<file path="config.mk">
export PLATFORM = sky130hd
export DESIGN_NAME = degraded_mode_supervisor
export DESIGN_NICKNAME = d
export VERILOG_FILES = /design/src/design/dms_pkg.sv /design/src/design/degraded_mode_supervisor.sv /design/src/design/dms_temp_lane.sv /design/src/design/dms_scale_lane.sv /design/src/design/dms_mode_eval.sv
export SDC_FILE = /design/constraint.sdc
export NUM_CORES = 1
export LEC_CHECK = 0
export BUFFER_PORTS_ARGS = -buffer_cell sky130_fd_sc_hd__buf_2
export CAP_MARGIN = 20
export CORE_ASPECT_RATIO = 1.5
export CORE_MARGIN = 2
export CORE_UTILIZATION = 60
export DETAILED_ROUTE_END_ITERATION = 10
export PLACE_DENSITY = 0.8
export RECOVER_POWER = 50
export SLEW_MARGIN = 15
export SYNTH_ARGS = -nofsm -noshare
export SYNTH_HDL_FRONTEND = slang
export SYNTH_SLANG_ARGS = --single-unit
</file>
<file path="constraint.sdc">
create_clock -name aclk -period 8.3 [get_ports aclk]
set_clock_uncertainty 0.2 [all_clocks]
set_input_delay 0.83 -clock aclk [delete_from_list [all_inputs] [get_ports aclk]]
set_output_delay 0.83 -clock aclk [all_outputs]
set_load 0.05 [all_outputs]
</file>
<file path="src/design/dms_pkg.sv">
// shared types, constants and factor tables of the degraded mode supervisor
// no dependencies; imported by every module of the block
`timescale 1ns / 1ps
`default_nettype none

package dms_pkg;

    typedef enum logic [1:0] {
        MODE_NORMAL   = 2'd0,
        MODE_DEGRADED = 2'd1,
        MODE_LIMP     = 2'd2,
        MODE_CRITICAL = 2'd3
    } mode_t;

    // register index as seen on paddr[4:2]
    typedef enum logic [2:0] {
        REG_FORCE_ENABLE  = 3'd0,
        REG_FORCED_MODE   = 3'd1,
        REG_HYSTERESIS    = 3'd2,
        REG_BATT_CRITICAL = 3'd3,
        REG_BATT_LOW      = 3'd4,
        REG_TEMP_WARNING  = 3'd5,
        REG_TEMP_CRITICAL = 3'd6,
        REG_UNUSED        = 3'd7
    } reg_idx_t;

    localparam int NUM_MOTORS  = 4;
    localparam int NUM_MODES   = 4;
    localparam int TEMP_W      = 12;
    localparam int FACTOR_W    = 11;
    localparam int POWER_W     = 10;
    localparam int ASSIST_W    = 11;
    localparam int SPEED_W     = 15;

    localparam logic [15:0] HYSTERESIS_RST    = 16'd500;
    localparam logic [15:0] BATT_CRITICAL_RST = 16'd18000;
    localparam logic [15:0] BATT_LOW_RST      = 16'd20000;
    localparam logic signed [TEMP_W-1:0] TEMP_WARNING_RST  = 12'sd800;
    localparam logic signed [TEMP_W-1:0] TEMP_CRITICAL_RST = 12'sd900;

    localparam logic [7:0] ERR_CRITICAL = 8'd5;
    localparam logic [7:0] ERR_LIMP     = 8'd3;
    localparam logic [7:0] ERR_DEGRADED = 8'd1;

    localparam logic [POWER_W-1:0]  PEDAL_MAX  = 10'd1000;
    localparam logic [ASSIST_W-1:0] ASSIST_MAX = 11'd1024;
    localparam logic [9:0]          Q10_HALF   = 10'd512;

    typedef struct packed {
        logic [FACTOR_W-1:0] power;
        logic [FACTOR_W-1:0] steer;
        logic [FACTOR_W-1:0] speed;
    } factors_t;

    typedef struct packed {
        logic warn;
        logic crit;
    } temp_flags_t;

    typedef struct packed {
        logic                   force_enable;
        mode_t                  forced_mode;
        logic [15:0]            hysteresis_ms;
        logic [15:0]            battery_critical_mv;
        logic [15:0]            battery_low_mv;
    } mode_cfg_t;

    typedef struct packed {
        logic        kind;
        logic [31:0] now_ms;
        logic [2:0]  health_flags;
        logic [7:0]  error_count;
        logic [15:0] battery_mv;
        logic        temp_warn;
        logic        temp_crit;
    } eval_in_t;

    typedef struct packed {
        mode_t       mode;
        logic [31:0] time_in_mode_ms;
        logic        battery_low;
        logic        clear_force;
    } eval_out_t;

    typedef struct packed {
        logic [POWER_W-1:0]  power;
        logic [ASSIST_W-1:0] assist;
        logic [SPEED_W-1:0]  speed;
    } scaled_t;

    // Q1.10 factors per mode, rounded to nearest
    function automatic factors_t mode_factors(input mode_t m);
        factors_t f;
        unique case (m)
            MODE_NORMAL:   f = '{power: 11'd1024, steer: 11'd1024, speed: 11'd1024};
            MODE_DEGRADED: f = '{power: 11'd717,  steer: 11'd819,  speed: 11'd819};
            MODE_LIMP:     f = '{power: 11'd410,  steer: 11'd512,  speed: 11'd512};
            MODE_CRITICAL: f = '{power: 11'd154,  steer: 11'd307,  speed: 11'd256};
            default:       f = '{power: 11'd1024, steer: 11'd1024, speed: 11'd1024};
        endcase
        return f;
    endfunction

endpackage

`default_nettype wire

</file>
<file path="src/design/degraded_mode_supervisor.sv">
// Degraded mode supervisor: one beat in, one beat out, every cycle unless a full output
// register is held by m_tready low. Each input beat carries a tick's health snapshot;
// four temperature lanes compare the motor readings side by side, a merge stage ORs
// their flags, the mode evaluation picks the required mode by priority (critical, limp,
// degraded, normal), and four scaling lanes, one per mode, scale the clamped pedal,
// assist and speed requests so that the result of the chosen mode is simply selected. A
// mode change is taken only once hysteresis_ms has passed since the last change (wrapping
// 32-bit difference); a forced mode bypasses evaluation and hysteresis, and a beat with
// s_tuser high returns to normal and clears force_enable. Throughput is one beat per
// cycle, and s_tready stays high, while m_tready is high or the output register is empty:
// the output register doubles as the stage between the two sides, and the mode state
// loop closes through its own register. Configuration goes through the APB port;
// registers sit at byte addresses 4*i and should be written while no beat is in flight.
// depends on dms_pkg, dms_temp_lane, dms_scale_lane, dms_mode_eval
`timescale 1ns / 1ps
`default_nettype none

module degraded_mode_supervisor
    import dms_pkg::*;
(
    input  wire logic         aclk,
    input  wire logic         aresetn,

    // input beat
    input  wire logic         s_tvalid,
    output logic              s_tready,
    // kind (1 = return to normal)
    input  wire logic         s_tuser,
    // now_ms[31:0], health_flags[34:32], error_count[42:35], battery_mv[58:43],
    // motor_temp_a[70:59], motor_temp_b[82:71], motor_temp_c[94:83],
    // motor_temp_d[106:95], pedal_request[117:107], assist_request[129:118],
    // speed_request[145:130], zero[151:146]
    input  wire logic [151:0] s_tdata,

    // result beat
    output logic              m_tvalid,
    input  wire logic         m_tready,
    // mode[1:0], power_out[11:2], assist_out[22:12], speed_out[37:23],
    // safe_to_operate[38], full_power_allowed[39], battery_low[40],
    // over_temp[41], time_in_mode_ms[73:42], zero[79:74]
    output logic [79:0]       m_tdata,

    // configuration
    input  wire logic         psel,
    input  wire logic         penable,
    input  wire logic         pwrite,
    input  wire logic [4:0]   paddr,
    input  wire logic [31:0]  pwdata,
    output logic [31:0]       prdata,
    output logic              pready
);

    // configuration registers
    logic                     force_enable_reg, force_enable_next;
    mode_t                    forced_mode_reg, forced_mode_next;
    logic [15:0]              hysteresis_reg, hysteresis_next;
    logic [15:0]              batt_crit_reg, batt_crit_next;
    logic [15:0]              batt_low_reg, batt_low_next;
    logic signed [TEMP_W-1:0] temp_warn_reg, temp_warn_next;
    logic signed [TEMP_W-1:0] temp_crit_reg, temp_crit_next;

    // output stage
    logic        m_tvalid_reg, m_tvalid_next;
    logic [79:0] m_tdata_reg, m_tdata_next;

    logic        accept;
    logic        cfg_write;
    reg_idx_t    cfg_idx;

    // input fields
    logic [31:0]              in_now;
    logic [2:0]               in_flags;
    logic [7:0]               in_errs;
    logic [15:0]              in_batt;
    logic signed [TEMP_W-1:0] in_temp [NUM_MOTORS];
    logic signed [10:0]       in_pedal;
    logic signed [11:0]       in_assist;
    logic signed [15:0]       in_speed;

    // clamped requests
    logic [POWER_W-1:0]  pedal_c;
    logic [ASSIST_W-1:0] assist_c;
    logic [SPEED_W-1:0]  speed_c;

    temp_flags_t lane_flags [NUM_MOTORS];
    scaled_t     lane_scaled [NUM_MODES];
    scaled_t     sel_scaled;
    logic        any_warn, any_crit;

    mode_cfg_t   mode_cfg;
    eval_in_t    ev_in;
    eval_out_t   ev_out;

    assign accept    = s_tvalid && s_tready;
    assign s_tready  = !m_tvalid_reg || m_tready;
    assign m_tvalid  = m_tvalid_reg;
    assign m_tdata   = m_tdata_reg;
    assign pready    = 1'b1;
    assign cfg_write = psel && penable && pwrite && pready;
    assign cfg_idx   = reg_idx_t'(paddr[4:2]);

    // unpack the input beat
    always_comb begin
        in_now     = s_tdata[31:0];
        in_flags   = s_tdata[34:32];
        in_errs    = s_tdata[42:35];
        in_batt    = s_tdata[58:43];
        in_temp[0] = s_tdata[70:59];
        in_temp[1] = s_tdata[82:71];
        in_temp[2] = s_tdata[94:83];
        in_temp[3] = s_tdata[106:95];
        in_pedal   = s_tdata[117:107];
        in_assist  = s_tdata[129:118];
        in_speed   = s_tdata[145:130];
    end

    // request clamps: pedal to 0..1000, assist to 0..1024, speed to 0 and up
    always_comb begin
        if (in_pedal < 0) begin
            pedal_c = '0;
        end else if (in_pedal > $signed({1'b0, PEDAL_MAX})) begin
            pedal_c = PEDAL_MAX;
        end else begin
            pedal_c = in_pedal[POWER_W-1:0];
        end

        if (in_assist < 0) begin
            assist_c = '0;
        end else if (in_assist > $signed({1'b0, ASSIST_MAX})) begin
            assist_c = ASSIST_MAX;
        end else begin
            assist_c = in_assist[ASSIST_W-1:0];
        end

        speed_c = in_speed[15] ? '0 : in_speed[SPEED_W-1:0];
    end

    // temperature lanes, one per motor
    for (genvar g = 0; g < NUM_MOTORS; g++) begin : g_temp
        dms_temp_lane u_temp (
            .temp     (in_temp[g]),
            .warn_thr (temp_warn_reg),
            .crit_thr (temp_crit_reg),
            .flags    (lane_flags[g])
        );
    end

    // merge the lane flags
    always_comb begin
        any_warn = 1'b0;
        any_crit = 1'b0;
        for (int i = 0; i < NUM_MOTORS; i++) begin
            any_warn = any_warn | lane_flags[i].warn;
            any_crit = any_crit | lane_flags[i].crit;
        end
    end

    always_comb begin
        mode_cfg.force_enable        = force_enable_reg;
        mode_cfg.forced_mode         = forced_mode_reg;
        mode_cfg.hysteresis_ms       = hysteresis_reg;
        mode_cfg.battery_critical_mv = batt_crit_reg;
        mode_cfg.battery_low_mv      = batt_low_reg;

        ev_in.kind         = s_tuser;
        ev_in.now_ms       = in_now;
        ev_in.health_flags = in_flags;
        ev_in.error_count  = in_errs;
        ev_in.battery_mv   = in_batt;
        ev_in.temp_warn    = any_warn;
        ev_in.temp_crit    = any_crit;
    end

    dms_mode_eval u_eval (
        .aclk    (aclk),
        .aresetn (aresetn),
        .accept  (accept),
        .cfg     (mode_cfg),
        .ev_in   (ev_in),
        .ev_out  (ev_out)
    );

    // scaling lanes, one per mode; the new mode selects the lane
    for (genvar g = 0; g < NUM_MODES; g++) begin : g_scale
        dms_scale_lane u_scale (
            .pedal   (pedal_c),
            .assist  (assist_c),
            .speed   (speed_c),
            .factors (mode_factors(mode_t'(g))),
            .scaled  (lane_scaled[g])
        );
    end

    assign sel_scaled = lane_scaled[ev_out.mode];

    // output stage: loads on every accepted beat, drains on m_tready
    always_comb begin
        m_tvalid_next = m_tvalid_reg;
        m_tdata_next  = m_tdata_reg;
        if (m_tready) begin
            m_tvalid_next = 1'b0;
        end
        if (accept) begin
            m_tvalid_next = 1'b1;
            m_tdata_next  = {6'd0,
                             ev_out.time_in_mode_ms,
                             any_warn,
                             ev_out.battery_low,
                             ev_out.mode == MODE_NORMAL,
                             ev_out.mode == MODE_NORMAL || ev_out.mode == MODE_DEGRADED,
                             sel_scaled.speed,
                             sel_scaled.assist,
                             sel_scaled.power,
                             ev_out.mode};
        end
    end

    // register writes; a return-to-normal beat also drops force_enable
    always_comb begin
        force_enable_next = force_enable_reg;
        forced_mode_next  = forced_mode_reg;
        hysteresis_next   = hysteresis_reg;
        batt_crit_next    = batt_crit_reg;
        batt_low_next     = batt_low_reg;
        temp_warn_next    = temp_warn_reg;
        temp_crit_next    = temp_crit_reg;
        if (ev_out.clear_force) begin
            force_enable_next = 1'b0;
        end
        if (cfg_write) begin
            unique case (cfg_idx)
                REG_FORCE_ENABLE:  force_enable_next = pwdata[0];
                REG_FORCED_MODE:   forced_mode_next  = mode_t'(pwdata[1:0]);
                REG_HYSTERESIS:    hysteresis_next   = pwdata[15:0];
                REG_BATT_CRITICAL: batt_crit_next    = pwdata[15:0];
                REG_BATT_LOW:      batt_low_next     = pwdata[15:0];
                REG_TEMP_WARNING:  temp_warn_next    = pwdata[TEMP_W-1:0];
                REG_TEMP_CRITICAL: temp_crit_next    = pwdata[TEMP_W-1:0];
                default: ;
            endcase
        end
    end

    // register readback
    always_comb begin
        unique case (cfg_idx)
            REG_FORCE_ENABLE:  prdata = {31'd0, force_enable_reg};
            REG_FORCED_MODE:   prdata = {30'd0, forced_mode_reg};
            REG_HYSTERESIS:    prdata = {16'd0, hysteresis_reg};
            REG_BATT_CRITICAL: prdata = {16'd0, batt_crit_reg};
            REG_BATT_LOW:      prdata = {16'd0, batt_low_reg};
            REG_TEMP_WARNING:  prdata = {20'd0, temp_warn_reg};
            REG_TEMP_CRITICAL: prdata = {20'd0, temp_crit_reg};
            default:           prdata = '0;
        endcase
    end

    always_ff @(posedge aclk) begin
        if (!aresetn) begin
            force_enable_reg <= 1'b0;
            forced_mode_reg  <= MODE_NORMAL;
            hysteresis_reg   <= HYSTERESIS_RST;
            batt_crit_reg    <= BATT_CRITICAL_RST;
            batt_low_reg     <= BATT_LOW_RST;
            temp_warn_reg    <= TEMP_WARNING_RST;
            temp_crit_reg    <= TEMP_CRITICAL_RST;
            m_tvalid_reg     <= 1'b0;
        end else begin
            force_enable_reg <= force_enable_next;
            forced_mode_reg  <= forced_mode_next;
            hysteresis_reg   <= hysteresis_next;
            batt_crit_reg    <= batt_crit_next;
            batt_low_reg     <= batt_low_next;
            temp_warn_reg    <= temp_warn_next;
            temp_crit_reg    <= temp_crit_next;
            m_tvalid_reg     <= m_tvalid_next;
        end
    end

    // payload needs no reset
    always_ff @(posedge aclk) begin
        m_tdata_reg <= m_tdata_next;
    end

endmodule

`default_nettype wire

</file>
<file path="src/design/dms_temp_lane.sv">
// one motor temperature lane: compares a reading with both thresholds
// depends on dms_pkg
`timescale 1ns / 1ps
`default_nettype none

module dms_temp_lane
    import dms_pkg::*;
(
    input  wire logic signed [TEMP_W-1:0] temp,
    input  wire logic signed [TEMP_W-1:0] warn_thr,
    input  wire logic signed [TEMP_W-1:0] crit_thr,
    output temp_flags_t                   flags
);

    always_comb begin
        flags.warn = temp > warn_thr;
        flags.crit = temp > crit_thr;
    end

endmodule

`default_nettype wire

</file>
<file path="src/design/dms_scale_lane.sv">
// one scaling lane: clamped requests times one mode's Q1.10 factors, rounded
// depends on dms_pkg
`timescale 1ns / 1ps
`default_nettype none

module dms_scale_lane
    import dms_pkg::*;
(
    input  wire logic [POWER_W-1:0]  pedal,
    input  wire logic [ASSIST_W-1:0] assist,
    input  wire logic [SPEED_W-1:0]  speed,
    input  wire factors_t            factors,
    output scaled_t                  scaled
);

    logic [POWER_W+FACTOR_W-1:0]  p_prod;
    logic [ASSIST_W+FACTOR_W-1:0] a_prod;
    logic [SPEED_W+FACTOR_W-1:0]  s_prod;

    // sums stay below 2^20, 2^21 and 2^25, so the slices lose nothing
    always_comb begin
        p_prod = POWER_W'(pedal) * factors.power + (POWER_W + FACTOR_W)'(Q10_HALF);
        a_prod = ASSIST_W'(assist) * factors.steer + (ASSIST_W + FACTOR_W)'(Q10_HALF);
        s_prod = SPEED_W'(speed) * factors.speed + (SPEED_W + FACTOR_W)'(Q10_HALF);
        scaled.power  = p_prod[POWER_W+9:10];
        scaled.assist = a_prod[ASSIST_W+9:10];
        scaled.speed  = s_prod[SPEED_W+9:10];
    end

endmodule

`default_nettype wire

</file>
<file path="src/design/dms_mode_eval.sv">
// prioritized mode evaluation, hysteresis and mode state
// depends on dms_pkg
`timescale 1ns / 1ps
`default_nettype none

module dms_mode_eval
    import dms_pkg::*;
(
    input  wire logic      aclk,
    input  wire logic      aresetn,
    input  wire logic      accept,
    input  wire mode_cfg_t cfg,
    input  wire eval_in_t  ev_in,
    output eval_out_t      ev_out
);

    mode_t       mode_reg, mode_next;
    logic [31:0] last_change_reg, last_change_next;

    logic        pedal_ok, steer_ok, centered;
    logic        b_crit, b_low;
    logic [31:0] elapsed;
    mode_t       req;
    mode_t       target;
    logic        changed;

    always_comb begin
        pedal_ok = ev_in.health_flags[0];
        steer_ok = ev_in.health_flags[1];
        centered = ev_in.health_flags[2];
        b_crit   = (ev_in.battery_mv != '0) && (ev_in.battery_mv < cfg.battery_critical_mv);
        b_low    = (ev_in.battery_mv != '0) && (ev_in.battery_mv < cfg.battery_low_mv);
        elapsed  = ev_in.now_ms - last_change_reg;

        if ((!pedal_ok && !steer_ok) || b_crit || ev_in.temp_crit
                || ev_in.error_count >= ERR_CRITICAL) begin
            req = MODE_CRITICAL;
        end else if (ev_in.error_count >= ERR_LIMP || b_low || !centered
                || !pedal_ok || !steer_ok) begin
            req = MODE_LIMP;
        end else if (ev_in.error_count >= ERR_DEGRADED || ev_in.temp_warn) begin
            req = MODE_DEGRADED;
        end else begin
            req = MODE_NORMAL;
        end

        if (ev_in.kind) begin
            target  = MODE_NORMAL;
            changed = 1'b1;
        end else if (cfg.force_enable) begin
            target  = cfg.forced_mode;
            changed = cfg.forced_mode != mode_reg;
        end else begin
            target  = req;
            changed = (req != mode_reg) && (elapsed >= 32'(cfg.hysteresis_ms));
        end

        ev_out.mode            = changed ? target : mode_reg;
        ev_out.time_in_mode_ms = changed ? '0 : elapsed;
        ev_out.battery_low     = b_low;
        ev_out.clear_force     = accept && ev_in.kind;

        mode_next        = mode_reg;
        last_change_next = last_change_reg;
        if (accept && changed) begin
            mode_next        = target;
            last_change_next = ev_in.now_ms;
        end
    end

    always_ff @(posedge aclk) begin
        if (!aresetn) begin
            mode_reg        <= MODE_NORMAL;
            last_change_reg <= '0;
        end else begin
            mode_reg        <= mode_next;
            last_change_reg <= last_change_next;
        end
    end

`ifndef SYNTHESIS
    a_reset_normal: assert property (@(posedge aclk)
        !aresetn |=> (mode_reg == MODE_NORMAL && last_change_reg == '0))
        else $error("mode state not cleared by reset");

    a_return_normal: assert property (@(posedge aclk) disable iff (!aresetn)
        (accept && ev_in.kind) |=>
            (mode_reg == MODE_NORMAL && last_change_reg == $past(ev_in.now_ms)))
        else $error("return to normal not taken");

    a_hold_when_idle: assert property (@(posedge aclk) disable iff (!aresetn)
        !accept |=> ($stable(mode_reg) && $stable(last_change_reg)))
        else $error("mode state moved without a beat");

    a_change_stamps: assert property (@(posedge aclk) disable iff (!aresetn)
        ($past(aresetn) && mode_reg != $past(mode_reg)) |->
            ($past(accept) && last_change_reg == $past(ev_in.now_ms)))
        else $error("mode change without timestamp update");
`endif

endmodule

`default_nettype wire
</file>
==> impl_metrics.json <==
{
  "ctsResizeCount": 0,
  "fin_crit_ns": 7.10,
  "setup_viol": 0,
  "worst_path_largest_cell_delay_ns": 0.55,
  "setup_tns_ns": 0,
  "met2_usage": 0.607,
  "grt.busiest_layer": "met2",
  "die_area_um2": 43600,
  "postCtsSetupRepairBufs": 0,
  "die_x_um": 171,
  "first_pass_iters": 8,
  "cp_slowest_cell": "fa_1",
  "grt_overflow": 0,
  "grt_pass1_vias": 22400,
  "pin_count": 312,
  "wl_per_cell_um": 19.5,
  "final_cell_mix": "ha_1 (497), inv_1 (449), nand2_1 (260)",
  "antenna_found_initial": 13,
  "async_flop_share": 0,
  "num_vias": 21600,
  "clk_pin_slew_ns": 0.08,
  "grt_pass1_wl_um": 112000,
  "start_util": 0.609,
  "drtAntennaViolNets": 0,
  "avgSynthCellArea_um2": 8.83,
  "synth_cells": 2845,
  "vias_per_cell": 5.91,
  "max_freq_mhz": 141,
  "yosysSeqAreaShare": 0.176,
  "endpoint_kind": "flop",
  "finalHoldViolCount": 0,
  "period_share": 0.855,
  "wl_um": 71400,
  "max_slew.worst_pin.slew_ns": 4.23,
  "initialDrtViolationCount": 1298,
  "cap_violations": 2,
  "root_buffer": "clkbuf_16",
  "clk_path_buf_depth": 2,
  "path_max_fanout": 9,
  "cts_tree": "done",
  "rows": 91,
  "met3_usage": 0.0686,
  "final_common_cell": "ha_1",
  "numCtsBuffers": 17,
  "synth_ff_type": "dfxtp_1",
  "core_um2": 41200,
  "violations": "max-capacitance violations, max-slew violations",
  "nets": 3914,
  "critPathBufInv": 5,
  "synth_seq_cells": 184,
  "rsz0062_at_grt": "no",
  "critical_path_required_ns": 8.28,
  "largest_reg_flops": 74,
  "worstPathArrival_ns": 7.07,
  "worstSkewPairLatency_ns": 0.46,
  "hold_buffers": 0,
  "path_delay_family": "compound AO/OA/AOI/OAI gates",
  "drv_slew": 185,
  "die_h_um": 255,
  "dp_hpwl_um": 59000,
  "h-tree-depth": 4,
  "drc": 0,
  "gr-usage-all-layers": 0.329,
  "worstSetupPathType": "primary input to flop",
  "ir_drop_uv": 148,
  "status": "complete, but fails checks",
  "yosys_warnings": 0,
  "drive_gt1_frac": 0.0911,
  "grt_max_degree": 111,
  "min_path_type": "flop to flop",
  "synth-edff-count": 74,
  "port_buffers": 264,
  "netlist-cell-type-count": 84,
  "grt.met1_usage": 0.331,
  "area_growth_pct": 9.23,
  "syn_area_um2": 25100,
  "post-route-util": 0.666,
  "globalplace.congestion": 1.02,
  "startpoint_type": "primary input",
  "relSlewSlack": -1.82,
  "numClockSinks": 184,
  "p_leak_nw": 13.5,
  "powerDensity_nw_per_um2": 149
}
-- worst min-delay path, delay by kind of cell (launching register included) --
family,cells,cell delay (ns)
AOI/OAI and AO/OA,1,0.06
DFF,1,0.31
and+or+nand+nor,1,0.04
-- cells by family after synthesis --
kind of cell	share of synthesized area
compound gates	0.137
mux	0.0473
simple gates	0.137
buf+inv	0.0888
xor+xnor	0.0568
flops	0.176
other cells	0.000299
fa+ha+maj	0.357
-- power by group --
| part | internal (mW) | switching (mW) |
|---|---|---|
| combinational | 0.868 | 1.38 |
| clock | 0.396 | 0.406 |
| sequential | 1.02 | 0.0271 |
| total | 2.28 | 1.81 |
-- synthesized netlist by cell type, types with 20 or more instances --
cell type | instances | area share
nand4_1 | 36 | 0.0090
edfxtp_1 | 74 | 0.088
nand2_1 | 260 | 0.039
clkbuf_1 | 56 | 0.0084
fa_1 | 137 | 0.11
xnor2_1 | 104 | 0.036
o211ai_1 | 41 | 0.012
nor2_1 | 112 | 0.017
buf_4 | 25 | 0.0075
inv_1 | 449 | 0.067
a21boi_0 | 71 | 0.021
a211oi_1 | 24 | 0.0072
xor2_1 | 59 | 0.021
ha_1 | 497 | 0.25
nand3_1 | 54 | 0.011
nor3_1 | 42 | 0.0084
o21a_1 | 23 | 0.0069
nand2b_1 | 20 | 0.0050
o21ai_0 | 70 | 0.014
dfxtp_1 | 110 | 0.088
a21o_1 | 33 | 0.0099
a21oi_1 | 103 | 0.021
and3_1 | 25 | 0.0062
nor2b_1 | 69 | 0.017
mux2i_1 | 91 | 0.036
-- layout make-up --
| class | instances | area [um2] |
|---|---|---|
| Inverter | 450 | 1690 |
| Sequential cell | 184 | 4420 |
| Multi-Input combinational cell | 2134 | 18600 |
| Fill cell | 3467 | 13800 |
| Antenna cell | 2 | 5.00 |
| Clock buffer | 17 | 425 |
| Clock inverter | 15 | 138 |
| Timing Repair Buffer | 296 | 1480 |
| Tap cell | 558 | 698 |
-- metrics by stage --
step	setup slack, ns	total power [mW]	cell area (um2)	hold slack [ns]	instances
final	1.20	4.10	27400	0.269	3656
after global routing	0.581	4.38	27400	0.298	3655
after CTS	1.26	4.11	27500	0.272	3654
after detailed placement	0.788	3.29	27000	0.261	3622
after global placement	1.02	3.19	26900	0.253	3620
after floorplan	0.703	2.72	25200	0.243	2866
-- final timing paths --
kind / slack [ns] / end / cells past startpoint / from
worst min register to register: 0.27 / u_eval.last_change_reg[21]$_SDFFE_PN0P_ / 2 / u_eval.last_change_reg[21]$_SDFFE_PN0P_
worst min-delay path: 0.27 / u_eval.last_change_reg[21]$_SDFFE_PN0P_ / 2 / u_eval.last_change_reg[21]$_SDFFE_PN0P_
worst max register to register: 2.04 / m_tdata[15]$_DFFE_PP_ / 20 / u_eval.last_change_reg[0]$_SDFFE_PN0P_
worst max-delay path: 1.20 / m_tdata[10]$_DFFE_PP_ / 26 / s_tdata[108]
-- metal layers --
metal,up-vias,routed length (um)
li1,10300,-
met1,10300,24700
met2,762,37100
met3,288,4410
met4,24,5090
met5,-,156
(Power assumes the default switching activity.)
